File: src/sv/rpf_pkg.sv
// Package for the reflected polynomial fingerprint block.
// Holds widths, the reset polynomial, queue types and the byte fold function.
// No dependencies; every module of the block imports it.
package rpf_pkg;

  // Field widths.
  localparam int unsigned ByteW     = 8;
  localparam int unsigned FpW       = 64;
  localparam int unsigned TdataInW  = ByteW + FpW;
  localparam int unsigned TuserInW  = 3;
  localparam int unsigned TdataOutW = FpW;

  // Bit positions of the flags in the input tuser.
  localparam int unsigned UserHasByte = 0;
  localparam int unsigned UserFirst   = 1;
  localparam int unsigned UserUseSeed = 2;

  // Reset value of the polynomial and of the running value.
  localparam logic [FpW-1:0] PolyReset = 64'hA795_D0F2_9B4D_CDF8;

  // Queue between the front and the back.
  localparam int unsigned FifoDepth = 2;
  localparam int unsigned FifoPtrW  = (FifoDepth > 1) ? $clog2(FifoDepth) : 1;
  localparam int unsigned FifoCntW  = $clog2(FifoDepth + 1);

  // One classified item as the back needs it.
  typedef struct packed {
    logic [ByteW-1:0] data_byte;
    logic             has_byte;
    logic             load;       // Start a new message from start_value.
    logic [FpW-1:0]   start_value;
    logic             last;
  } rpf_item_t;

  // Queue status seen by the front and by the top level.
  typedef struct packed {
    logic full;
    logic empty;
  } rpf_fifo_status_t;

  // Fold one byte into the running value, LSB first, eight shift steps.
  function automatic logic [FpW-1:0] rpf_fold(input logic [FpW-1:0] v,
                                              input logic [ByteW-1:0] b,
                                              input logic [FpW-1:0] poly);
    logic [FpW-1:0] acc;
    logic           drop;
    acc = v ^ {{(FpW-ByteW){1'b0}}, b};
    for (int k = 0; k < ByteW; k++) begin
      drop = acc[0];
      acc  = acc >> 1;
      if (drop) begin
        acc = acc ^ poly;
      end
    end
    return acc;
  endfunction

endpackage

File: src/sv/reflected_poly_fingerprint_64.sv
// Top level of the 64-bit reflected polynomial fingerprint block.
// Instantiates rpf_front, rpf_fifo and rpf_back; depends on rpf_pkg.
//
// The block takes one message byte per transaction and sustains one
// transaction per clock cycle while the queue has room; the eight xor-shift
// steps of a byte fold are done combinationally in the back stage. An accepted
// transaction enters a two-entry queue, is folded in the next cycle at the
// earliest, and a result for a transaction with tlast set appears on the master
// side in the cycle after that. The input tdata
// carries the byte and the seed, tuser carries has_byte, first and use_seed,
// and tlast marks the end of the message. A first transaction restarts from
// the polynomial or, with use_seed, from the seed. The polynomial register is
// written through the cfg channel and must only be written while the block is
// idle. After reset the polynomial and the running value both hold
// 0xA795D0F29B4DCDF8.
module reflected_poly_fingerprint_64 (
  input  logic                          clk_i,
  input  logic                          rst_ni,
  // Configuration write channel: polynomial.
  input  logic                          cfg_valid_i,
  output logic                          cfg_ready_o,
  input  logic [rpf_pkg::FpW-1:0]       cfg_data_i,
  // Input stream.
  input  logic                          s_axis_tvalid_i,
  output logic                          s_axis_tready_o,
  input  logic [rpf_pkg::TdataInW-1:0]  s_axis_tdata_i,  // [7:0] data_byte, [71:8] seed_value
  input  logic [rpf_pkg::TuserInW-1:0]  s_axis_tuser_i,  // [0] has_byte, [1] first, [2] use_seed
  input  logic                          s_axis_tlast_i,  // last
  // Result stream.
  output logic                          m_axis_tvalid_o,
  input  logic                          m_axis_tready_i,
  output logic [rpf_pkg::TdataOutW-1:0] m_axis_tdata_o   // [63:0] fingerprint
);
  import rpf_pkg::*;

  logic [FpW-1:0]   poly_q;
  logic             push;
  rpf_item_t        push_item;
  logic             pop;
  rpf_item_t        head;
  rpf_fifo_status_t fifo_status;

  // Polynomial register, always ready for a write.
  assign cfg_ready_o = 1'b1;

  always_ff @(posedge clk_i or negedge rst_ni) begin
    if (!rst_ni) begin
      poly_q <= PolyReset;
    end else if (cfg_valid_i) begin
      poly_q <= cfg_data_i;
    end
  end

  // Front: accept and classify.
  rpf_front u_front (
    .s_axis_tvalid_i (s_axis_tvalid_i),
    .s_axis_tready_o (s_axis_tready_o),
    .s_axis_tdata_i  (s_axis_tdata_i),
    .s_axis_tuser_i  (s_axis_tuser_i),
    .s_axis_tlast_i  (s_axis_tlast_i),
    .poly_i          (poly_q),
    .fifo_status_i   (fifo_status),
    .push_o          (push),
    .push_item_o     (push_item)
  );

  // Queue between front and back.
  rpf_fifo u_fifo (
    .clk_i       (clk_i),
    .rst_ni      (rst_ni),
    .push_i      (push),
    .push_item_i (push_item),
    .pop_i       (pop),
    .head_o      (head),
    .status_o    (fifo_status)
  );

  // Back: fold and deliver.
  rpf_back u_back (
    .clk_i           (clk_i),
    .rst_ni          (rst_ni),
    .poly_i          (poly_q),
    .head_i          (head),
    .head_valid_i    (!fifo_status.empty),
    .pop_o           (pop),
    .m_axis_tvalid_o (m_axis_tvalid_o),
    .m_axis_tready_i (m_axis_tready_i),
    .m_axis_tdata_o  (m_axis_tdata_o)
  );

  // The queue is never popped while empty.
  assert property (@(posedge clk_i) disable iff (!rst_ni) !(pop && fifo_status.empty))
    else $error("queue popped while empty");

  // The queue is never both full and empty.
  assert property (@(posedge clk_i) disable iff (!rst_ni)
                   !(fifo_status.full && fifo_status.empty))
    else $error("queue status inconsistent");

  // A new result only follows a popped last item.
  assert property (@(posedge clk_i) disable iff (!rst_ni)
                   $rose(m_axis_tvalid_o) |-> $past(pop && head.last))
    else $error("result without a last transaction");

  // A held result is not overwritten by a last item.
  assert property (@(posedge clk_i) disable iff (!rst_ni)
                   (m_axis_tvalid_o && !m_axis_tready_i) |-> !(pop && head.last))
    else $error("pending result overwritten");

endmodule

File: src/sv/rpf_front.sv
// Front of the fingerprint block: accepts input transactions and classifies them.
// Resolves the starting value of a message; depends on rpf_pkg.
module rpf_front (
  input  logic                          s_axis_tvalid_i,
  output logic                          s_axis_tready_o,
  input  logic [rpf_pkg::TdataInW-1:0]  s_axis_tdata_i,
  input  logic [rpf_pkg::TuserInW-1:0]  s_axis_tuser_i,
  input  logic                          s_axis_tlast_i,
  input  logic [rpf_pkg::FpW-1:0]       poly_i,
  input  rpf_pkg::rpf_fifo_status_t     fifo_status_i,
  output logic                          push_o,
  output rpf_pkg::rpf_item_t            push_item_o
);
  import rpf_pkg::*;

  // Accept whenever the queue has room.
  assign s_axis_tready_o = !fifo_status_i.full;
  assign push_o          = s_axis_tvalid_i && !fifo_status_i.full;

  // Unpack the fields and pick the starting value for a first item.
  always_comb begin
    push_item_o.data_byte   = s_axis_tdata_i[ByteW-1:0];
    push_item_o.has_byte    = s_axis_tuser_i[UserHasByte];
    push_item_o.load        = s_axis_tuser_i[UserFirst];
    push_item_o.start_value = s_axis_tuser_i[UserUseSeed] ?
                              s_axis_tdata_i[TdataInW-1:ByteW] : poly_i;
    push_item_o.last        = s_axis_tlast_i;
  end

endmodule

File: src/sv/rpf_fifo.sv
// Short queue between the front and the back of the fingerprint block.
// Register array with read and write pointers; depends on rpf_pkg.
module rpf_fifo (
  input  logic                      clk_i,
  input  logic                      rst_ni,
  input  logic                      push_i,
  input  rpf_pkg::rpf_item_t        push_item_i,
  input  logic                      pop_i,
  output rpf_pkg::rpf_item_t        head_o,
  output rpf_pkg::rpf_fifo_status_t status_o
);
  import rpf_pkg::*;

  rpf_item_t           mem_q [FifoDepth];
  logic [FifoPtrW-1:0] wr_ptr_q, wr_ptr_d;
  logic [FifoPtrW-1:0] rd_ptr_q, rd_ptr_d;
  logic [FifoCntW-1:0] count_q, count_d;

  // Status from the fill count.
  assign status_o.full  = (count_q == FifoCntW'(FifoDepth));
  assign status_o.empty = (count_q == '0);
  assign head_o         = mem_q[rd_ptr_q];

  // Pointer and count update.
  always_comb begin
    wr_ptr_d = wr_ptr_q;
    rd_ptr_d = rd_ptr_q;
    count_d  = count_q;
    if (push_i) begin
      wr_ptr_d = (wr_ptr_q == FifoPtrW'(FifoDepth - 1)) ? '0 : wr_ptr_q + 1'b1;
    end
    if (pop_i) begin
      rd_ptr_d = (rd_ptr_q == FifoPtrW'(FifoDepth - 1)) ? '0 : rd_ptr_q + 1'b1;
    end
    if (push_i && !pop_i) begin
      count_d = count_q + 1'b1;
    end else if (pop_i && !push_i) begin
      count_d = count_q - 1'b1;
    end
  end

  always_ff @(posedge clk_i or negedge rst_ni) begin
    if (!rst_ni) begin
      wr_ptr_q <= '0;
      rd_ptr_q <= '0;
      count_q  <= '0;
    end else begin
      wr_ptr_q <= wr_ptr_d;
      rd_ptr_q <= rd_ptr_d;
      count_q  <= count_d;
    end
  end

  // Entry storage holds payload only.
  always_ff @(posedge clk_i) begin
    if (push_i) begin
      mem_q[wr_ptr_q] <= push_item_i;
    end
  end

endmodule

File: src/sv/rpf_back.sv
// Back of the fingerprint block: folds bytes into the running value.
// Holds the running value and the output register; depends on rpf_pkg.
module rpf_back (
  input  logic                           clk_i,
  input  logic                           rst_ni,
  input  logic [rpf_pkg::FpW-1:0]        poly_i,
  input  rpf_pkg::rpf_item_t             head_i,
  input  logic                           head_valid_i,
  output logic                           pop_o,
  output logic                           m_axis_tvalid_o,
  input  logic                           m_axis_tready_i,
  output logic [rpf_pkg::TdataOutW-1:0]  m_axis_tdata_o
);
  import rpf_pkg::*;

  logic [FpW-1:0] running_q, running_d;
  logic [FpW-1:0] start_value;
  logic [FpW-1:0] next_value;
  logic           out_valid_q, out_valid_d;
  logic [FpW-1:0] out_data_q, out_data_d;
  logic           can_take;

  // A last item needs a free output slot; other items always proceed.
  assign can_take = !head_i.last || !out_valid_q || m_axis_tready_i;
  assign pop_o    = head_valid_i && can_take;

  // Load, then fold the byte; both are combinational.
  always_comb begin
    start_value = head_i.load ? head_i.start_value : running_q;
    next_value  = head_i.has_byte ? rpf_fold(start_value, head_i.data_byte, poly_i)
                                  : start_value;
  end

  // Running value and result register update.
  always_comb begin
    running_d   = running_q;
    out_valid_d = out_valid_q;
    out_data_d  = out_data_q;
    if (m_axis_tready_i) begin
      out_valid_d = 1'b0;
    end
    if (pop_o) begin
      running_d = next_value;
      if (head_i.last) begin
        out_valid_d = 1'b1;
        out_data_d  = next_value;
      end
    end
  end

  always_ff @(posedge clk_i or negedge rst_ni) begin
    if (!rst_ni) begin
      running_q   <= PolyReset;
      out_valid_q <= 1'b0;
    end else begin
      running_q   <= running_d;
      out_valid_q <= out_valid_d;
    end
  end

  always_ff @(posedge clk_i) begin
    out_data_q <= out_data_d;
  end

  assign m_axis_tvalid_o = out_valid_q;
  assign m_axis_tdata_o  = out_data_q;

endmodule
File: config.mk
export PLATFORM = sky130hd
export DESIGN_NAME = reflected_poly_fingerprint_64
export DESIGN_NICKNAME = d
export VERILOG_FILES = /design/src/sv/rpf_pkg.sv /design/src/sv/reflected_poly_fingerprint_64.sv /design/src/sv/rpf_front.sv /design/src/sv/rpf_fifo.sv /design/src/sv/rpf_back.sv
export SDC_FILE = /design/constraint.sdc
export NUM_CORES = 1
export LEC_CHECK = 0
export CORE_ASPECT_RATIO = 0.6
export CORE_MARGIN = 2
export CORE_UTILIZATION = 34
export CTS_CLUSTER_DIAMETER = 150
export DETAILED_ROUTE_END_ITERATION = 10
export DONT_BUFFER_PORTS = 1
export PLACE_DENSITY = 0.54
export SETUP_SLACK_MARGIN = 0.2
export SYNTH_ARGS = -nofsm -noshare
export SYNTH_HDL_FRONTEND = slang
export SYNTH_HIERARCHICAL = 1
export SYNTH_SLANG_ARGS = --single-unit
File: constraint.sdc
create_clock -name clk_i -period 4.8 [get_ports clk_i]
set_input_delay 0.96 -clock clk_i [delete_from_list [all_inputs] [get_ports clk_i]]
set_output_delay 0.96 -clock clk_i [all_outputs]
set_load 0.05 [all_outputs]
# Yosys cells after proc, flatten, opt, wreduce, memory -nomap -nowiden
# Memory sizes are Yosys's and may differ from the RTL's.
# Cells that the tools add are included.
totals:
  reg_bits: 197
  mem_bits_rw: 150
  input_bits: 145
  output_inout_bits: 67
  elab_cells: 57
  memories: 1
classes:
  n_addsub: 4
  n_eq_ne: 1
  muxes: 20
  n_bitwise: 9
  n_reduce_logical: 15
mem_list:
  columns: ["memory", "words", "word_bits", "rd", "rd_clocked_by_memory_dff", "wr", "line", "text"]
  rows:
  - ["u_fifo.mem_q", 2, 75, 1, 0, 1, "rpf_fifo.sv:14", "rpf_item_t mem_q [FifoDepth];"]
op_table:
  columns: ["operator", "count"]
  rows:
  - ["64-bit 2-to-1 mux", 11]
  - ["63-bit by 64-bit XOR with 64-bit output", 8]
  - ["64-bit by 8-bit XOR with 64-bit output", 1]
  - ["1-bit 2-to-1 mux", 7]
  - ["1-bit zero test", 6]
  - ["1-bit logical AND", 4]
  - ["2-bit 2-to-1 mux", 2]
  - ["1-bit adder, second input constant", 2]
  - ["2-bit by 1-bit adder with 2-bit output, second input constant", 1]
  - ["2-bit equality test, second input constant", 1]
  - ["2-bit zero test", 1]
  - ["1-bit logical OR", 2]
  - ["2-bit AND reduction", 1]
  - ["2-bit nonzero test", 1]
  - ["2-bit by 1-bit subtractor with 2-bit output, second input constant", 1]

# Logic depth before layout (Yosys ltp)
# Gate-level depths: netlist of run 1.
# An unclocked memory read counts as a cell.
depth:
  ltp_word: 20
  depth_mapped: 20
  ltp_nobuf: 16

# Hierarchy
# The synthesis of run 1 kept the hierarchy.
by_module_without_submodules:
  columns: ["module", "instances", "cells_per_inst", "area_each_um2", "seq_area_each_um2"]
  rows:
  - ["rpf_back", 1, 1812, 14387.5, 3593.4]
  - ["rpf_fifo", 1, 249, 5753.0, 4604.4]
  - ["reflected_poly_fingerprint_64", 1, 138, 2738.9, 1646.6]
  - ["rpf_front", 1, 84, 1169.9, 0.0]

# Least setup slack after synthesis of run 1
# Ideal clock, no wire load.
synth_timing:
  kind: "input to register"
  startpoint: "input s_axis_tvalid_i"
  endpoint: "memory u_fifo/mem_q[0][0] in the netlist's numbering (enable)"
  setup_ns: 0.518
  arrival_time_ns: 4.559
  required_ns: 4.282
  slack_ns: -0.276
  cell_stages: 2
  path_buffers: 0
  cell_sequence: "nor2b_1 nor2b_1"
synth_between:
  elab_chain_len: 3
synth_lines:
  columns: ["element", "line", "text"]
  rows:
  - ["start: declaration", "reflected_poly_fingerprint_64.sv:24", "input logic s_axis_tvalid_i,"]
  - ["1-bit logical AND", "rpf_front.sv:18", "assign push_o = s_axis_tvalid_i && !fifo_status_i.full;"]
  - ["1-bit 2-to-1 mux", "rpf_fifo.sv:56", "if (push_i) begin"]
  - ["1-bit 2-to-1 mux (not written as such)", "rpf_fifo.sv:57", "mem_q[wr_ptr_q] <= push_item_i;"]
  - ["end: declaration", "rpf_fifo.sv:14", null]
# Every way passes these cells.

==> summary.txt, run 1 <==
Run status
  • Outcome: finished with violations
  • Failing checks: setup timing

Logic synthesis
  • Post-synthesis area per instance: 10.5 um^2
  • Mapped Cells: 2283
  • Yosys warnings: 6
  • Post-synth EDFFs: 214
  • Synth Flop Type: edfxtp_1
  • Synth top area cells: edfxtp_1, xnor2_1, mux2_4
  • Synthesis-stage register bit count: 347
  • Ys async rst share: 0.383
  • Distinct cell type count of the synthesized netlist: 70
  • Register area share after synthesis: 0.409
  • Cell taking the most area after synthesis: edfxtp_1
  • Mapped cell area: 24000 um^2
  • Synth Net Count: 2429
  • Synth top area share: 0.267

Clock network
  • Worst-skew pair later-pin latency: 570 ps
  • CTS tree: done
  • CTS Root Cell: clkbuf_16
  • Worst-path clk slew: 70 ps
  • Max Root-Sink Buffers: 3
  • Clk sink count: 347
  • H-tree levels: 2
  • Number of CTS-inserted buffers: 38

Drt
  • Drt pass-1 iters: 5
  • Vias: 16224
  • Post-Route WL: 68000 um
  • Routed len/inst: 21.0 um
  • DRC viols: 0
  • Vias per cell: 5.02
  • Post-route ant nets: 0
  • Iter 0 DRT Violations: 1134

Timing
  • Fmax: 200 MHz
  • Final hold violation count: 0
  • Relative slew slack: 0.314
  • Fin worst setup slack: -198 ps
  • RSZ-0062 raised after global routing: true
  • Clock Skew: 26.9 ps
  • Slew Limit Fails: 0
  • Fin crit share: 1.04
  • WHS: 92.2 ps
  • Slew @ Worst Pin: 1030 ps
  • Fin crit period: 5000 ps
  • Final setup fails: 117

Global route
  • All-Layer GR Usage: 0.182
  • Grt ovf: 0
  • Antenna violations before repair: 1
  • First-pass GRT wire length: 103000 um
  • Vias in the first global route: 16745
  • Largest net degree at the start of global routing: 134

Cells and area
  • Post-Layout Cell Count: 3232
  • Share of layout cells above drive strength 1: 0.314
  • Register Area: 9850 um^2
  • Multi-input logic area: 14500 um^2
  • Antenna diode count: 0
  • Final nets: 2425
  • Filler instances: 6514
  • Layout area overhead: 18.0%

Floorplanning
  • Die footprint: 72900 um^2
  • Initial core utilization: 0.344
  • Die Height: 210 um
  • IO Pins: 212
  • Row cnt: 75
  • Die W: 347 um
  • Core area: 69900 um^2

Place
  • Gpl congestion: 0.807
  • Detailed placement HPWL: 44700 um
  • Post-place setup slack: -257 ps
  • I/O Buffers: 0
  • Inst Count DP: 3127

Setup path
  • Worst reg2reg startpoint: u_fifo/rd_ptr_q
  • Setup crit end kind: register
  • CP most frequent cell: buf_4
  • Worst Path Class, Setup: reg2reg
  • Critical path data required time: 5100 ps
  • CP Capture Point: u_back/m_axis_tdata_o[28]
  • Crit Path Max Fanout: 11
  • RR Endpoint: u_back/m_axis_tdata_o[28]
  • CP Cell Sequence: mux2_4, mux2i_4, buf_12, xor2_4, buf_6, o32ai_2, xor2_1, buf_4, mux2i_1, buf_4, a31oi_4, o211ai_1, o41ai_2, buf_4, or3_1, a31oi_1, nand2b_4, buf_12, clkbuf_16, nand2_1, xnor2_2, mux2i_1
  • Largest stage delay on the critical path: 520 ps
  • Worst path slowest cell: dfrtp_4
  • Arrival time at the worst endpoint: 5300 ps
  • Setup crit start: u_fifo/rd_ptr_q
  • R2R cell count: 22
  • Setup crit start kind: register
  • Flop2flop setup slack: -200 ps

Flow run
  • # Max-Cap Violations: 0

Worst hold path
  • Hold crit path type: in2async
placed cells by master, fill, tap and decap left out, types with 8 or more instances in the layout:
cell type | Yosys | final
dfstp_2 | 72 | 72
xnor2_1 | 485 | 386
inv_1 | 11 | 11
nor2b_1 | 65 | 64
dfrtp_1 | 61 | 60
nand2_1 | 544 | 505
buf_6 | 11 | 8
buf_12 | 12 | 14
o221ai_1 | 53 | 47
xor2_1 | 14 | 10
nand3_1 | 11 | 10
nor2_1 | 11 | 11
o21ai_0 | 12 | 10
mux2i_1 | 78 | 73
nand2_2 | 11 | 21
xnor2_4 | 0 | 21
clkbuf_16 | 0 | 43
mux2_2 | 45 | 40
a21oi_1 | 112 | 112
mux2_4 | 160 | 164
edfxtp_1 | 214 | 214
buf_4 | 73 | 127
nand2_4 | 0 | 23
xnor2_2 | 13 | 91
how the worst min path moves through the flow:
stage,startpoint,end,slack (ps)
floorplan,u_back/running_q[12],u_back/running_q[12],450
global route,rst_ni,poly_q[17],50
CTS,rst_ni,poly_q[26],40
global placement,u_back/running_q[51],u_back/running_q[51],460
detailed placement,u_back/running_q[29],u_back/running_q[29],470
finish,rst_ni,poly_q[17],90
worst max-delay path: cells and delay by family, from the launching register on:
family	cells	cell delay [ps]
multiplexers	4	870
buffers and inverters	7	1030
flip-flops	1	520
AND/OR/NAND/NOR	3	700
AO/OA/AOI/OAI	5	920
XOR/XNOR	3	650
per-stage QoR:
step / setup TNS, ps / cell area [um^2] / utilization
6_report: -13130 / 28400 / 0.406
3_5_place_dp: -15560 / 25100 / 0.359
5_1_grt: -38740 / 28400 / 0.406
3_3_place_gp: -2880 / 25100 / 0.359
2_1_floorplan: 0 / 24100 / -
4_1_cts: -4640 / 27400 / 0.393
final cells by class:
class,instances,area share
tap,924,0.0407
clock buffer,46,0.0364
multi-input combinational,1722,0.510
inverter,11,0.00145
clock inverter,23,0.00996
timing repair buffer,159,0.0547
sequential,347,0.347
kinds of logic (layout without fill, tap and decap cells):
kind of cell             after synthesis  count (layout)  synth area share
flip-flops                           347             347             0.409
multiplexers                         285             285             0.155
AND/OR/NAND/NOR                      687             687             0.122
adder cells (fa/ha/maj)                1               1          0.000520
buffers and inverters                214             239            0.0570
AO/OA/AOI/OAI                        234             234            0.0638
XOR/XNOR                             514             514             0.192
other                                  1               1          0.000156
flip-flops by register name, summed over array words and instances, names as in the netlist:
| register | count |
|---|---|
| u_back/m_axis_tvalid_o | 1 |
| u_fifo/mem_q | 150 |
| u_fifo/wr_ptr_q | 1 |
| u_fifo/count_q | 2 |
| u_fifo/rd_ptr_q | 1 |
| poly_q | 64 |
| u_back/running_q | 64 |
| u_back/m_axis_tdata_o | 64 |
per-layer routing:
layer	vias to the layer above	share of wire	GRT usage
li1	7678	-	-
met1	8026	0.49	0.265
met2	445	0.43	0.274
met3	75	0.064	0.0392
met4	0	0.018	0.0424
met5	-	0	0
cell usage after synthesis, types with 3 or more instances:
cell	count
mux2_2	45
o31ai_1	4
a211oi_1	4
and2_1	5
xor2_1	14
a31oi_1	4
buf_1	9
a21oi_1	112
nand3_1	11
mux2_4	160
xnor2_1	485
clkbuf_1	85
nor2b_1	65
inv_1	11
a32oi_1	7
o211ai_1	6
buf_2	12
nor3_1	6
dfstp_2	72
nand2_1	544
mux2i_1	78
or2_2	4
o221ai_1	53
and3_1	7
nand2_2	11
o21ai_0	12
buf_6	11
dfrtp_1	61
xnor2_2	13
nor2_1	11
buf_4	73
nor4_1	3
a221oi_1	3
or3_1	5
o21ai_1	11
edfxtp_1	214
nand2b_1	3
buf_12	12
timing repair:
item / CTS / global route
gates cloned: 2 / 4
setup endpoints to repair: 128 / 128
hold buffers: 0 / 0
resized for setup: 133 / 120
buffers inserted: 24 / 6
pin swaps: 72 / 47
Power of run 1 is not shown: default switching activity piles up to over one toggle a cycle in this logic, so the estimate is an artifact.
==> run 2, diff against run 1 <==
--- a/config.mk
+++ b/config.mk
@@ -6,13 +6,13 @@
 export NUM_CORES = 1
 export LEC_CHECK = 0
 export CORE_ASPECT_RATIO = 0.6
-export CORE_MARGIN = 2
-export CORE_UTILIZATION = 34
+export CORE_UTILIZATION = 25
 export CTS_CLUSTER_DIAMETER = 150
 export DETAILED_ROUTE_END_ITERATION = 10
 export DONT_BUFFER_PORTS = 1
-export PLACE_DENSITY = 0.54
+export PLACE_DENSITY = 0.44
 export SETUP_SLACK_MARGIN = 0.2
+export SKIP_LAST_GASP = 1
 export SYNTH_ARGS = -nofsm -noshare
 export SYNTH_HDL_FRONTEND = slang
 export SYNTH_HIERARCHICAL = 1
==> summary.txt, run 2 (synthesized netlist as in run 1, its figures left out) <==
Place
  • I/O Buffers: 0 (unchanged)
  • Post-place setup slack: -339 ps (-82.3 ps)
  • Detailed placement HPWL: 48900 um (+9.4%)
  • Gpl congestion: 0.823 (+2.0%)

Clock network
  • H-tree levels: 2 (unchanged)
  • Hold-fix buffers, CTS: 0 (unchanged)
  • Worst-skew pair later-pin latency: 580 ps (about the same)
  • Clk sink count: 347 (unchanged)
  • Max Root-Sink Buffers: 3 (unchanged)
  • Number of CTS-inserted buffers: 40 (+5.3%)
  • CTS tree: done
  • Worst-path clk slew: 60 ps (about the same)
  • CTS Root Cell: clkbuf_16

Drt
  • Iter 0 DRT Violations: 1068 (-5.8%)
  • Vias per cell: 4.55 (-9.4%)
  • Vias: 16217 (-0.043%)
  • Drt pass-1 iters: 5 (unchanged)
  • Post-route ant nets: 0 (unchanged)
  • Routed len/inst: 21.1 um (+0.27%)
  • Post-Route WL: 75200 um (+11%)
  • DRC viols: 0 (unchanged)

Setup path
  • Crit Path Max Fanout: 8 (-3)
  • Arrival time at the worst endpoint: 5290 ps (about the same)
  • Crit path max-delay family: simple AND/OR/NAND/NOR gates
  • Worst path slowest cell: or4_4
  • Largest stage delay on the critical path: 590 ps (+70 ps)
  • CP Cell Sequence: mux2_4, mux2i_4, xor2_4, nor3_4, or4_4, a31oi_4, or2_4, a31oi_4, buf_6, o211ai_1, o41ai_4, buf_4, nor3_2, buf_4, xor2_4, buf_6, buf_12, buf_16, nand2_4, xnor2_4, xnor2_2, mux2i_1
  • Worst Path Class, Setup: reg2reg
  • Setup crit start kind: register
  • Buffers & Inverters on Critical Path: 6 (-1)
  • Setup crit end kind: register
  • Critical path data required time: 5100 ps (about the same)

Global route
  • All-Layer GR Usage: 0.150 (-0.0317)
  • Vias in the first global route: 16793 (+0.29%)
  • Antenna violations before repair: 3 (+2)
  • First-pass GRT wire length: 111000 um (+8.4%)
  • Largest net degree at the start of global routing: 134 (unchanged)
  • Grt ovf: 0 (unchanged)

Timing
  • Fin worst setup slack: -198 ps (+0.460 ps)
  • Fmax: 200 MHz (about the same)
  • Final setup fails: 124 (+6.0%)
  • RSZ-0062 raised after global routing: true
  • Slew Limit Fails: 0 (unchanged)
  • Slew @ Worst Pin: 1190 ps (+160 ps)
  • Clock Skew: 30.8 ps (+3.93 ps)
  • Setup tns final: -13280 ps (-148 ps)
  • Fin crit share: 1.04 (about the same)
  • Final hold violation count: 0 (unchanged)
  • Relative slew slack: 0.204 (-0.109)
  • Fin crit period: 5000 ps (-0.460 ps)

Cells and area
  • Layout area overhead: 22.1%
  • Register Area: 9850 um^2 (unchanged)
  • Final nets: 2433 (+0.33%)
  • Multi-input logic area: 14900 um^2 (+3.0%)
  • Antenna diode count: 0 (unchanged)
  • Commonest non-fill, non-tap cell in the layout: nand2_1
  • Largest Register: u_fifo/mem_q
  • Most frequent cells in the layout: nand2_1, xnor2_1, edfxtp_1, mux2_4, buf_4
  • Share of layout cells above drive strength 1: 0.342 (+0.0278)
  • Max reg flops: 150 (unchanged)
  • Filler instances: 9551 (+47%)

Floorplanning
  • Core area: 94600 um^2 (+35%)
  • IO Pins: 212 (unchanged)
  • Die footprint: 97500 um^2 (+34%)
  • Initial core utilization: 0.254 (-0.0898)
  • Die Height: 242 um (+15%)
  • Die W: 402 um (+16%)
  • Row cnt: 87 (+16%)

Worst hold path
  • Hold crit path type: in2async

Run status
  • Failing checks: setup timing
  • Outcome: finished with violations

Flow run
  • # Max-Cap Violations: 0 (unchanged)
run 2: changes by cell type in the layout (fill, tap and decap cells not counted), sizes merged:
cell | before | now
clkbuf | 50 | 55
clkinv | 11 | 12
clkinvlp | 3 | 2
inv | 15 | 17
bufinv | 5 | 2
buf | 155 | 162
run 2: per-layer routing:
layer / share of wire / vias to the layer above / routed length, um / GRT usage
li1: - / 7700 / - / -
met1: 0.48 / 8049 / 36200 / 0.206
met2: 0.45 / 388 / 33900 / 0.239
met3: 0.053 / 80 / 3950 / 0.0351
met4: 0.015 / 0 / 1150 / 0.0295
met5: 0 / - / 0 / 0
run 2: cell type report:
class / count / area share
flip-flops and latches: 347 / 0.335
multi-input cells: 1722 / 0.508
inverters: 11 / 0.00141
well taps: 1246 / 0.0531
clock inverters: 22 / 0.00652
clock buffers: 52 / 0.0378
repair buffers: 165 / 0.0582
run 2: metrics by stage:
stage                     hold slack [ps]  utilization  cell area (um^2)  cells
after floorplan                       448            -             24100   2283
after global placement                460        0.269             25500   3445
after detailed placement              465        0.269             25500   3445
after CTS                            20.6        0.298             28200   3552
after global routing                 21.9        0.310             29400   3565
final                                77.1        0.310             29400   3565
run 2: timing repair:
| item | CTS | global route |
|---|---|---|
| buffers inserted | 26 | 9 |
| pin swaps | 63 | 97 |
| gates resized for setup | 179 | 160 |
| endpoints found under the setup margin | 128 | 128 |
| cloned | 7 | 4 |
run 2: final timing paths:
kind	end	cells past startpoint	slack (ps)	startpoint
worst max-delay path	u_back/m_axis_tdata_o[31]	22	-200	u_fifo/rd_ptr_q
worst min-delay path	poly_q[21]	0	80	rst_ni
worst max register to register	u_back/m_axis_tdata_o[31]	22	-200	u_fifo/rd_ptr_q
worst min register to register	u_back/running_q[21]	2	480	u_back/running_q[21]
max in group asynchronous	poly_q[52]	0	4360	rst_ni
min in group clk_i	u_back/running_q[21]	2	480	u_back/running_q[21]
run 2: worst register-to-register path: stages (launching register included):
cell and delay, ps:
dfrtp_4 500, mux2_4 360, mux2i_4 300, xor2_4 310, nor3_4 90, or4_4 590, a31oi_4 220, or2_4 150
a31oi_4 40, buf_6 140, o211ai_1 290, o41ai_4 150, buf_4 160, nor3_2 100, buf_4 150, xor2_4 190
buf_6 140, buf_12 120, buf_16 180, nand2_4 90, xnor2_4 170, xnor2_2 190, mux2i_1 100
Power of run 2 is left out for the same reason.
